===== src/mcid_pkg.sv =====
`timescale 1ns / 1ps
`default_nettype none
package mcid_pkg;

  localparam int CHANNELS       = 15;
  localparam int COUNT_BITS_DEF = 10;
  localparam int THR_W          = 10;
  localparam int SETTLE_W       = 11;
  localparam int CFG_INDEX_W    = 3;
  localparam int CFG_DATA_W     = 11;
  localparam int GROUPS         = 5;

  // fixed channel roles
  localparam int CH_CMD_A    = 4;
  localparam int CH_CMD_B    = 5;
  localparam int CH_DISC1_LO = 8;
  localparam int CH_DISC1_HI = 9;
  localparam int CH_DISC2_LO = 12;
  localparam int CH_DISC2_HI = 13;

  // reset values of the config registers
  localparam logic [THR_W-1:0]    SENSOR_THR_RST   = THR_W'(50);
  localparam logic [THR_W-1:0]    COMMAND_THR_RST  = THR_W'(500);
  localparam logic [THR_W-1:0]    ENCODER_THR_RST  = THR_W'(2);
  localparam logic [THR_W-1:0]    DISC_THR_RST     = THR_W'(20);
  localparam logic [THR_W-1:0]    DETECTOR_THR_RST = THR_W'(5);
  localparam logic [SETTLE_W-1:0] SETTLE_RST       = SETTLE_W'(1000);

  typedef enum logic [CFG_INDEX_W-1:0] {
    REG_SENSOR_THR   = 3'd0,
    REG_COMMAND_THR  = 3'd1,
    REG_ENCODER_THR  = 3'd2,
    REG_DISC_THR     = 3'd3,
    REG_DETECTOR_THR = 3'd4,
    REG_SETTLE       = 3'd5
  } cfg_reg_t;

  typedef enum logic [2:0] {
    GRP_SENSOR   = 3'd0,
    GRP_COMMAND  = 3'd1,
    GRP_ENCODER  = 3'd2,
    GRP_DISC     = 3'd3,
    GRP_DETECTOR = 3'd4
  } group_t;

  typedef enum logic [1:0] {
    CMD_NONE      = 2'd0,
    CMD_OPEN_IN   = 2'd1,
    CMD_OPEN_OUT  = 2'd2,
    CMD_PICTOGRAM = 2'd3
  } cmd_t;

  function automatic group_t group_of(input int ch);
    case (ch)
      0, 1, 2, 3:     group_of = GRP_SENSOR;
      4, 5:           group_of = GRP_COMMAND;
      6, 7, 10, 11:   group_of = GRP_ENCODER;
      8, 9, 12, 13:   group_of = GRP_DISC;
      default:        group_of = GRP_DETECTOR;
    endcase
  endfunction

  function automatic cmd_t decode_command(input logic a, input logic b);
    case ({a, b})
      2'b11:   decode_command = CMD_NONE;
      2'b01:   decode_command = CMD_OPEN_IN;
      2'b10:   decode_command = CMD_OPEN_OUT;
      default: decode_command = CMD_PICTOGRAM;
    endcase
  endfunction

endpackage
`default_nettype wire


===== src/multi_channel_integrating_debouncer.sv =====
`timescale 1ns / 1ps
// multi-channel integrating debouncer
// input channel: raw_pins with raw_valid / raw_stall, one item per sampling tick,
//   bit i of raw_pins is the raw level of channel i
// result channel: stable_pins, command_code, disc codes and change pulses with
//   result_valid / result_stall, exactly one result item per input item
// config port: cfg_write, cfg_index, cfg_data; indexes 0..4 are the group
//   thresholds, 5 the command settle count, others are ignored; write only
//   while no item is in flight
// data path: an accepted item is held in the input register and moves to the
//   result register once that register is empty or being read, so
//   result_valid follows acceptance whenever the receiver is not stalling
// throughput: one item per cycle unless the receiver stalls; each item's update
//   is one pass of compare and count step per channel plus the settle counter compare
// a stalled receiver holds the result register; one more item is taken into
//   the input register, after that raw_stall stays high until the result
//   register drains
// reset (rst, synchronous): counts, levels, command settling and disc codes
//   clear, thresholds and settle count go to their defaults, both channels
//   empty
`default_nettype none
module multi_channel_integrating_debouncer
  import mcid_pkg::*;
#(
  parameter int COUNT_BITS = COUNT_BITS_DEF
) (
  input  wire logic                   clk,
  input  wire logic                   rst,
  // config port
  input  wire logic                   cfg_write,
  input  wire logic [CFG_INDEX_W-1:0] cfg_index,
  input  wire logic [CFG_DATA_W-1:0]  cfg_data,
  // input channel
  input  wire logic                   raw_valid,
  output logic                        raw_stall,
  input  wire logic [CHANNELS-1:0]    raw_pins,
  // result channel
  output logic                        result_valid,
  input  wire logic                   result_stall,
  output logic [CHANNELS-1:0]         stable_pins,
  output logic [1:0]                  command_code,
  output logic [1:0]                  disc_code_first,
  output logic [1:0]                  disc_code_second,
  output logic                        disc_changed_first,
  output logic                        disc_changed_second
);

  // compare width covers both the counter and the threshold
  localparam int CMP_W = (COUNT_BITS > THR_W) ? COUNT_BITS : THR_W;
  localparam logic [COUNT_BITS-1:0] CNT_MAX = {COUNT_BITS{1'b1}};

  // config registers
  logic [THR_W-1:0]    thr_reg [GROUPS];
  logic [SETTLE_W-1:0] settle_ticks;

  // input register
  logic                s1_valid;
  logic [CHANNELS-1:0] s1_raw;

  // debounce state
  logic [COUNT_BITS-1:0] counts [CHANNELS];
  logic [COUNT_BITS-1:0] counts_next [CHANNELS];
  logic [CHANNELS-1:0]   levels;
  logic [CHANNELS-1:0]   levels_next;
  logic [CHANNELS-1:0]   count_zero;
  cmd_t                  last_raw_command;
  cmd_t                  last_raw_command_next;
  cmd_t                  settled_command;
  cmd_t                  settled_command_next;
  cmd_t                  decoded;
  logic [SETTLE_W-1:0]   settle_counter;
  logic [SETTLE_W-1:0]   settle_counter_next;
  logic [1:0]            disc_codes [2];
  logic [1:0]            disc_first_next;
  logic [1:0]            disc_second_next;

  // handshake
  logic raw_accept;
  logic load;

  assign load       = s1_valid && (!result_valid || !result_stall);
  assign raw_stall  = s1_valid && !load;
  assign raw_accept = raw_valid && !raw_stall;

  // config writes, out-of-range indexes fall through
  always_ff @(posedge clk) begin
    if (rst) begin
      thr_reg[GRP_SENSOR]   <= SENSOR_THR_RST;
      thr_reg[GRP_COMMAND]  <= COMMAND_THR_RST;
      thr_reg[GRP_ENCODER]  <= ENCODER_THR_RST;
      thr_reg[GRP_DISC]     <= DISC_THR_RST;
      thr_reg[GRP_DETECTOR] <= DETECTOR_THR_RST;
      settle_ticks          <= SETTLE_RST;
    end else if (cfg_write) begin
      case (cfg_reg_t'(cfg_index))
        REG_SENSOR_THR:   thr_reg[GRP_SENSOR]   <= cfg_data[THR_W-1:0];
        REG_COMMAND_THR:  thr_reg[GRP_COMMAND]  <= cfg_data[THR_W-1:0];
        REG_ENCODER_THR:  thr_reg[GRP_ENCODER]  <= cfg_data[THR_W-1:0];
        REG_DISC_THR:     thr_reg[GRP_DISC]     <= cfg_data[THR_W-1:0];
        REG_DETECTOR_THR: thr_reg[GRP_DETECTOR] <= cfg_data[THR_W-1:0];
        REG_SETTLE:       settle_ticks          <= cfg_data[SETTLE_W-1:0];
        default: ;
      endcase
    end
  end

  // per-channel integrating counters, each channel independent
  always_comb begin
    logic [CMP_W-1:0] thr_ext;
    logic [CMP_W-1:0] cnt_ext;
    thr_ext = '0;
    cnt_ext = '0;
    for (int i = 0; i < CHANNELS; i++) begin
      thr_ext        = CMP_W'(thr_reg[group_of(i)]);
      cnt_ext        = CMP_W'(counts[i]);
      counts_next[i] = counts[i];
      if (!s1_raw[i] && counts[i] != '0) begin
        counts_next[i] = counts[i] - 1'b1;
      end else if (s1_raw[i] && cnt_ext < thr_ext && counts[i] != CNT_MAX) begin
        counts_next[i] = counts[i] + 1'b1;
      end
      // level holds between zero and the threshold
      levels_next[i] = levels[i];
      if (counts_next[i] == '0) begin
        levels_next[i] = 1'b0;
      end else if (CMP_W'(counts_next[i]) >= thr_ext) begin
        levels_next[i] = 1'b1;
      end
      count_zero[i] = (counts[i] == '0);
    end
  end

  // command settling: a changed code restarts the count and reads none
  always_comb begin
    logic [SETTLE_W-1:0] cnt_base;
    decoded               = decode_command(levels_next[CH_CMD_A], levels_next[CH_CMD_B]);
    cnt_base              = settle_counter;
    last_raw_command_next = last_raw_command;
    settled_command_next  = settled_command;
    if (decoded != last_raw_command) begin
      cnt_base              = '0;
      last_raw_command_next = decoded;
      settled_command_next  = CMD_NONE;
    end
    settle_counter_next = cnt_base;
    if (cnt_base < settle_ticks) begin
      settle_counter_next = cnt_base + 1'b1;
    end else begin
      settled_command_next = decoded;
    end
  end

  assign disc_first_next  = {levels_next[CH_DISC1_HI], levels_next[CH_DISC1_LO]};
  assign disc_second_next = {levels_next[CH_DISC2_HI], levels_next[CH_DISC2_LO]};

  // input register
  always_ff @(posedge clk) begin
    if (rst) begin
      s1_valid <= 1'b0;
    end else if (raw_accept) begin
      s1_valid <= 1'b1;
    end else if (load) begin
      s1_valid <= 1'b0;
    end
  end

  always_ff @(posedge clk) begin
    if (raw_accept) begin
      s1_raw <= raw_pins;
    end
  end

  // state advances once per item, as its result is loaded
  always_ff @(posedge clk) begin
    if (rst) begin
      for (int i = 0; i < CHANNELS; i++) begin
        counts[i] <= '0;
      end
      levels           <= '0;
      last_raw_command <= CMD_NONE;
      settled_command  <= CMD_NONE;
      settle_counter   <= '0;
      disc_codes[0]    <= '0;
      disc_codes[1]    <= '0;
    end else if (load) begin
      for (int i = 0; i < CHANNELS; i++) begin
        counts[i] <= counts_next[i];
      end
      levels           <= levels_next;
      last_raw_command <= last_raw_command_next;
      settled_command  <= settled_command_next;
      settle_counter   <= settle_counter_next;
      disc_codes[0]    <= disc_first_next;
      disc_codes[1]    <= disc_second_next;
    end
  end

  // result register
  always_ff @(posedge clk) begin
    if (rst) begin
      result_valid <= 1'b0;
    end else if (load) begin
      result_valid <= 1'b1;
    end else if (!result_stall) begin
      result_valid <= 1'b0;
    end
  end

  always_ff @(posedge clk) begin
    if (load) begin
      stable_pins         <= levels_next;
      command_code        <= settled_command_next;
      disc_code_first     <= disc_first_next;
      disc_code_second    <= disc_second_next;
      disc_changed_first  <= (disc_first_next != disc_codes[0]);
      disc_changed_second <= (disc_second_next != disc_codes[1]);
    end
  end

`ifndef NO_ASSERTIONS
  // a settled command other than none is always the code currently being tracked
  a_settled_tracks: assert property (@(posedge clk) disable iff (rst)
    settled_command != CMD_NONE |-> settled_command == last_raw_command)
    else $error("settled command differs from tracked code");

  // a channel whose count is zero reads low
  a_zero_low: assert property (@(posedge clk) disable iff (rst)
    (levels & count_zero) == '0)
    else $error("channel level high at count zero");

  // an item held in the input register is not dropped while stalled
  a_hold_item: assert property (@(posedge clk) disable iff (rst)
    s1_valid && !load |=> s1_valid)
    else $error("stalled item lost from input register");

  // the input side only stalls with an item waiting
  a_stall_cause: assert property (@(posedge clk) disable iff (rst)
    raw_stall |-> s1_valid && result_valid && result_stall)
    else $error("input stalled without a full pipeline");
`endif

endmodule
`default_nettype wire


===== config.mk =====
export PLATFORM = sky130hd
export DESIGN_NAME = multi_channel_integrating_debouncer
export DESIGN_NICKNAME = d
export VERILOG_FILES = /design/src/mcid_pkg.sv /design/src/multi_channel_integrating_debouncer.sv
export SDC_FILE = /design/constraint.sdc
export NUM_CORES = 1
export LEC_CHECK = 0
export BUFFER_PORTS_ARGS = -buffer_cell sky130_fd_sc_hd__buf_2
export CELL_PAD_IN_SITES_DETAIL_PLACEMENT = 1
export CELL_PAD_IN_SITES_GLOBAL_PLACEMENT = 2
export CORE_ASPECT_RATIO = 0.6
export CORE_MARGIN = 3
export CORE_UTILIZATION = 41
export CTS_CLUSTER_SIZE = 10
export DETAILED_ROUTE_END_ITERATION = 12
export GPL_TIMING_DRIVEN = 0
export PLACE_DENSITY_LB_ADDON = 0.1
export SKIP_CTS_REPAIR_TIMING = 1
export SLEW_MARGIN = 20
export SYNTH_ARGS = -nofsm -noshare
export SYNTH_HDL_FRONTEND = slang
export SYNTH_SLANG_ARGS = --single-unit

===== constraint.sdc =====
create_clock -name clk -period 9.25 [get_ports clk]
set_input_delay 1.85 -clock clk [delete_from_list [all_inputs] [get_ports clk]]
set_output_delay 1.85 -clock clk [all_outputs]
set_load 0.05 [all_outputs]

==> results.yml, run 1 <==
worst_setup_path:
  r2r_cells: 28
  rr_endpoint: "settle_counter[4]$_SDFFE_PP0P_"
  path_class: "flop to flop"
  r2r_slack_ns: 1.06
  start_kind: "flop"
  arrival_ns: 8.64
  endpoint_kind: "flop"
  slowest_delay_ns: 0.88
  cpMostUsedCell: "a21o_1"
  worstPathRequired_ns: 9.70
  slowest_stage: "o311ai_0"
  r2r-start: "counts[0][40]$_SDFFCE_PN0P_"
  cp_max_fo: 10
floorplanning:
  io_pins: 59
  die_w_microns: 316
  start_util_pct: 41.9
  dieArea_sq_mm: 0.0608
  die_y_microns: 192
  num_rows: 67
  coreArea_sq_mm: 0.0565
detailed_routing:
  routed_wirelength_microns: 79200
  drt_iter0_drc: 1549
  wl_per_cell_microns: 23.0
  antenna_left: 0
  drcViolationCount: 0
  vias: 20700
  vias_per_cell: 6.01
  drt-pass1-iter-count: 5
timing:
  finalCritPeriodShare_pct: 88.6
  fin_skew_ns: 0.0243
  max_freq_mhz: 122
  maxSlewHeadroom_pct: 22.8
  fin_ws_ns: 1.06
  finalHoldViolations: 0
  drv_slew: 0
  setup_viol: 0
  worst_pin_slew_ns: 1.16
  fin_crit_ns: 8.19
  rsz0062_at_grt: "no"
clock_tree:
  cts_tree: "yes"
  cts.htree.levels: 2
  cts_root_buffer: "clkbuf_16"
  clk_pin_slew_ns: 0.06
  clock_latency_ns: 0.55
  clock-sinks: 281
  cts_made_buffers: 35
  clock_path_buffers: 3
run:
  cap_violations: 0
synthesis:
  synth_cell_types: 94
  synthTopCellsByArea: "edfxtp_1 30%, ha_1 17%, a21o_1 4.5%"
  synth_top_area_cell: "edfxtp_1"
  synth_edf_count: 238
  synth-seq-cells: 281
  ys_seq_area_share_pct: 33.8
  synth_flop_cell: "edfxtp_1"
  synth_top_area_share_pct: 30.2
  yosysWarnings: 0
  synth.net_count: 2927
  avgSynthCellArea_sq_um: 9.24
  synth.top_cells.by_count: "329 x ha_1, 238 x edfxtp_1, 225 x nor2_1"
  synth_area_sq_mm: 0.0237
  async_reset_ff_share_pct: 0
  synthCells: 2564
  synth.most_common_cell: "ha_1"
worst_hold_path:
  min_path_cells: 2
  min-delay-path-class: "flop to flop"
  hold_path_end: "settle_ticks[4]$_SDFFE_PP0P_"
  min_from: "settle_ticks[4]$_SDFFE_PP0P_"
cells_and_area:
  final_nets: 3026
  largest_reg_flops: 150
  num_antenna_cells: 0
  area_growth_pct: 10.2
  drive_gt1_share_pct: 6.25
grt:
  grt_pass1_wl_microns: 124000
  grt_pass1_vias: 21100
  grtUsageTotal_pct: 26.0
  overflow: 0
  antenna_found_initial: 2
  grt_max_degree: 87
power_and_ir_drop:
  peakVddDrop_mv: 0.114
  power_density_mw_per_mm2: 163
  cellLeakagePower_nw: 11.5
  p_total_mw: 4.26
place:
  port_buffers: 58
  dp_hpwl_microns: 60100
  place_ws_ns: 1.23
  gp_congestion: 0.871
status:
  status: "complete, no violations"
## per-layer routing
layer  vias to the layer above  global-route usage, %  routed length, microns
met1                     10400                   40.4                   41800
met4                         2                   3.87                    1010
met5                         -                      0                      13
li1                       9868                      -                       -
met3                        76                   3.62                    3680
met2                       407                   38.8                   32700
## worst max-delay path: cells and delay by family (launching register included)
family          cells  cell delay (ns)
compound gates     15             4.20
simple gates        7             1.91
buf+inv             3             0.63
flops               1             0.51
fa+ha+maj           3             0.82
## cells by family after synthesis
logic type | after synthesis | synth area share (%)
compound gates | 657 | 19.5
simple gates | 935 | 21.0
buf+inv | 251 | 4.07
fa+ha+maj | 329 | 17.4
flops | 281 | 33.8
mux | 15 | 0.660
xor+xnor | 96 | 3.58
## area by class of cell
cell class,count,area (sq um)
Tap cell,759,950
Fill cell,6552,30400
Timing Repair Buffer,62,369
Sequential cell,281,8010
Buffer,74,302
Clock inverter,3,30.0
Multi-Input combinational cell,2032,14700
Clock buffer,61,1040
Inverter,177,672
## how the worst max path moves through the flow
stage | end | depth (start not counted) | slack, ns | from
after floorplan | settle_counter[4]$_SDFFE_PP0P_ | 31 | 2.51 | counts[0][50]$_SDFFCE_PN0P_
after global placement | counts[0][50]$_SDFFCE_PN0P_ | 7 | -0.27 | result_stall
after detailed placement | settle_counter[4]$_SDFFE_PP0P_ | 31 | 1.23 | counts[0][50]$_SDFFCE_PN0P_
after CTS | settle_counter[4]$_SDFFE_PP0P_ | 28 | 1.19 | counts[0][40]$_SDFFCE_PN0P_
after global routing | settle_counter[4]$_SDFFE_PP0P_ | 28 | 0.43 | counts[0][40]$_SDFFCE_PN0P_
final | settle_counter[4]$_SDFFE_PP0P_ | 28 | 1.06 | counts[0][40]$_SDFFCE_PN0P_
## where the power goes
part | leakage, nW | internal, mW | switching, mW | total [mW]
combinational | 8.14 | 0.487 | 0.796 | 1.28
sequential | 2.80 | 1.49 | 0.115 | 1.61
clock | 0.519 | 0.767 | 0.600 | 1.37
## layout by cell type (no fill, tap or decap), types with 21 or more instances in the layout
cell,synthesis,final
or3_1,30,30
nor2_1,225,224
nand2_1,139,139
a31oi_1,46,46
ha_1,329,329
nor4_1,34,34
nand4_1,38,38
nand3_1,65,65
or4_1,21,21
and3_1,38,38
dfxtp_1,43,43
o211ai_1,26,26
o21ai_0,83,83
buf_2,5,63
a21o_1,143,143
edfxtp_1,238,238
inv_1,176,175
a211oi_1,26,26
and2_1,96,96
a21oi_1,112,112
nand2b_1,54,54
nor2b_1,40,39
xor2_1,31,31
xnor2_1,64,64
clkbuf_16,0,36
clkbuf_1,62,81
nor3_1,73,73
## metrics by stage
step                      hold WS [ns]  util (%)  setup TNS (ns)  std cells  area (sq um)
after floorplan                  0.427         -               0       2564         23700
after global placement           0.443      44.1          -37.32       3381         24900
after detailed placement         0.446      44.3               0       3385         25000
after CTS                        0.459      46.2               0       3449         26100
after global routing             0.474      46.2               0       3449         26100
final                            0.458      46.2               0       3449         26100
Note: power is estimated with default switching activity, not from simulation.
==> inputs of run 2 (changes only) <==
Settings changed: CORE_UTILIZATION 41 to 42, CTS_BUF_LIST from default to sky130_fd_sc_hd__clkbuf_2 sky130_fd_sc_hd__clkbuf_4 sky130_fd_sc_hd__clkbuf_8, PLACE_DENSITY from default to 0.88, PLACE_DENSITY_LB_ADDON 0.1 to default.
==> run 2 against run 1 <==
Worst setup slack got worse by 0.15 ns. Combinational power is essentially flat. Sequential power hardly changed. Critical endpoint unchanged. First-iteration DRC count rose by 16%. Largest cell class unchanged. Via count rose by 2.4%. Global-route usage is 0.63 points higher. Total power grew 1.1%. Sequential cell count unchanged. Sequential share of layout area down 0.065 points. Highest routed layer is now met4. Die area down 2.3%.
==> results.yml, run 2 (synthesized netlist as in run 1, its figures left out) <==
status:
  status: "complete, no violations"
timing:
  holdWs_ns: 0.469
  drv_slew: 0
  worst_pin_slew_ns: 1.07
  setup_viol: 0
  max_freq_mhz: 120
  fin_crit_ns: 8.35
  rsz0062_at_grt: "no"
  fin_skew_ns: 0.0327
  tns_ns: 0
  maxSlewHeadroom_pct: 26.7
  finalCritPeriodShare_pct: 90.2
  finalHoldViolations: 0
grt:
  overflow: 0
  grt_pass1_vias: 21900
  grt_max_degree: 86
  grtUsageTotal_pct: 26.7
  grt_pass1_wl_microns: 126000
  antenna_found_initial: 1
clock_tree:
  clock-sinks: 281
  cts_tree: "yes"
  cts_root_buffer: "clkbuf_8"
  clock_path_buffers: 3
  cts_made_buffers: 50
  cts.htree.levels: 2
  clk_pin_slew_ns: 0.07
  clock_latency_ns: 0.64
detailed_routing:
  drt-pass1-iter-count: 5
  vias_per_cell: 6.12
  wl_per_cell_microns: 23.0
  routed_wirelength_microns: 79900
  vias: 21200
  drcViolationCount: 0
  drt_iter0_drc: 1793
  antenna_left: 0
floorplanning:
  io_pins: 59
  dieArea_sq_mm: 0.0594
  start_util_pct: 43.1
  coreArea_sq_mm: 0.0550
  die_w_microns: 313
  num_rows: 66
  die_y_microns: 190
place:
  port_buffers: 58
  place_inst: 3373
  placed_area_sq_mm: 0.0250
  dp_hpwl_microns: 60300
  gp_congestion: 0.881
run:
  cap_violations: 0
power_and_ir_drop:
  swShare_pct: 35.9
  power_density_mw_per_mm2: 164
  p_int_mw: 2.76
  cellLeakagePower_nw: 11.5
  power_frac_seq_pct: 37.4
  combPwrFrac_pct: 30.2
  peakVddDrop_mv: 0.103
  pwr-share-clk_pct: 32.4
  switchingPower_mw: 1.54
cells_and_area:
  regArea_sq_mm: 0.00801
  layout_common_cells: "329 x ha_1, 238 x edfxtp_1, 224 x nor2_1"
  largest_reg_flops: 150
  nFillCells: 6364
  layout.cells.non_filler: 3468
  post-route-util_pct: 47.6
  multi_input_area_sq_mm: 0.0147
  area_growth_pct: 10.4
  final_nets: 3040
  final_common_cell: "ha_1"
  fin_area_sq_mm: 0.0262
  drive_gt1_share_pct: 7.94
worst_setup_path:
  slowest_delay_ns: 0.68
  r2r-start: "counts[0][50]$_SDFFCE_PN0P_"
  slowest_stage: "a211oi_2"
  r2r_slack_ns: 0.90
  path_class: "flop to flop"
  rr_endpoint: "settle_counter[4]$_SDFFE_PP0P_"
  cp_max_fo: 10
  arrival_ns: 8.88
  worstPathRequired_ns: 9.78
  start_kind: "flop"
  r2r_cells: 31
  endpoint_kind: "flop"
  cpMostUsedCell: "a21o_1"
worst_hold_path:
  hold_path_end: "levels[4]$_SDFFE_PP0P_"
  min_from: "levels[4]$_SDFFE_PP0P_"
  min_path_cells: 2
  min-delay-path-class: "flop to flop"
-- run 2: power groups by stage --
stage | logic [mW] | clock network (mW) | registers [mW]
floorplan | 0.870 | 0 | 1.62
global placement | 1.19 | 0 | 1.63
detailed placement | 1.28 | 0 | 1.63
CTS | 1.29 | 1.42 | 1.60
global route | 1.45 | 1.47 | 1.62
finish | 1.30 | 1.40 | 1.61
-- run 2: worst max path at each step --
stage	to	slack, ns	from	cells after the start
2_1_floorplan	settle_counter[4]$_SDFFE_PP0P_	2.51	counts[0][50]$_SDFFCE_PN0P_	31
3_3_place_gp	counts[0][59]$_SDFFCE_PN0P_	-0.03	result_stall	7
3_5_place_dp	settle_counter[4]$_SDFFE_PP0P_	1.20	counts[0][50]$_SDFFCE_PN0P_	31
4_1_cts	settle_counter[4]$_SDFFE_PP0P_	0.98	counts[0][50]$_SDFFCE_PN0P_	31
5_1_grt	settle_counter[4]$_SDFFE_PP0P_	0.44	thr_reg[0][18]$_SDFFCE_PP1P_	32
6_report	settle_counter[4]$_SDFFE_PP0P_	0.90	counts[0][50]$_SDFFCE_PN0P_	31
-- run 2: final cells by class --
class                           count  area share (%)
Clock buffer                       75            3.49
Timing Repair Buffer               61            1.37
Buffer                             74            1.15
Sequential cell                   281            30.6
Inverter                          177            2.57
Clock inverter                     19           0.918
Antenna cell                        1         0.00957
Multi-Input combinational cell   2032            56.3
Tap cell                          748            3.58
-- run 2: stage by stage --
stage	power, mW	worst slack [ns]
6_report	4.30	0.904
5_1_grt	4.55	0.440
4_1_cts	4.31	0.977
3_5_place_dp	2.91	1.20
3_3_place_gp	2.83	-0.0253
2_1_floorplan	2.49	2.51
-- run 2: routing by layer --
metal  up-vias  track usage (%)  share of wire, %
met5         -                0                 0
met4         0             6.32               2.2
met3       125             4.27               6.0
met2       548             39.8                42
met1     10700             40.2                50
li1       9892                -                 -
-- run 2: worst max-delay path: cells and delay by family (launching register included) --
kind,cells,cell delay [ns]
AO/OA/AOI/OAI,16,4.03
XOR/XNOR,2,0.33
adder cells (fa/ha/maj),3,0.74
buffers and inverters,2,0.50
flip-flops,1,0.48
AND/OR/NAND/NOR,8,2.19
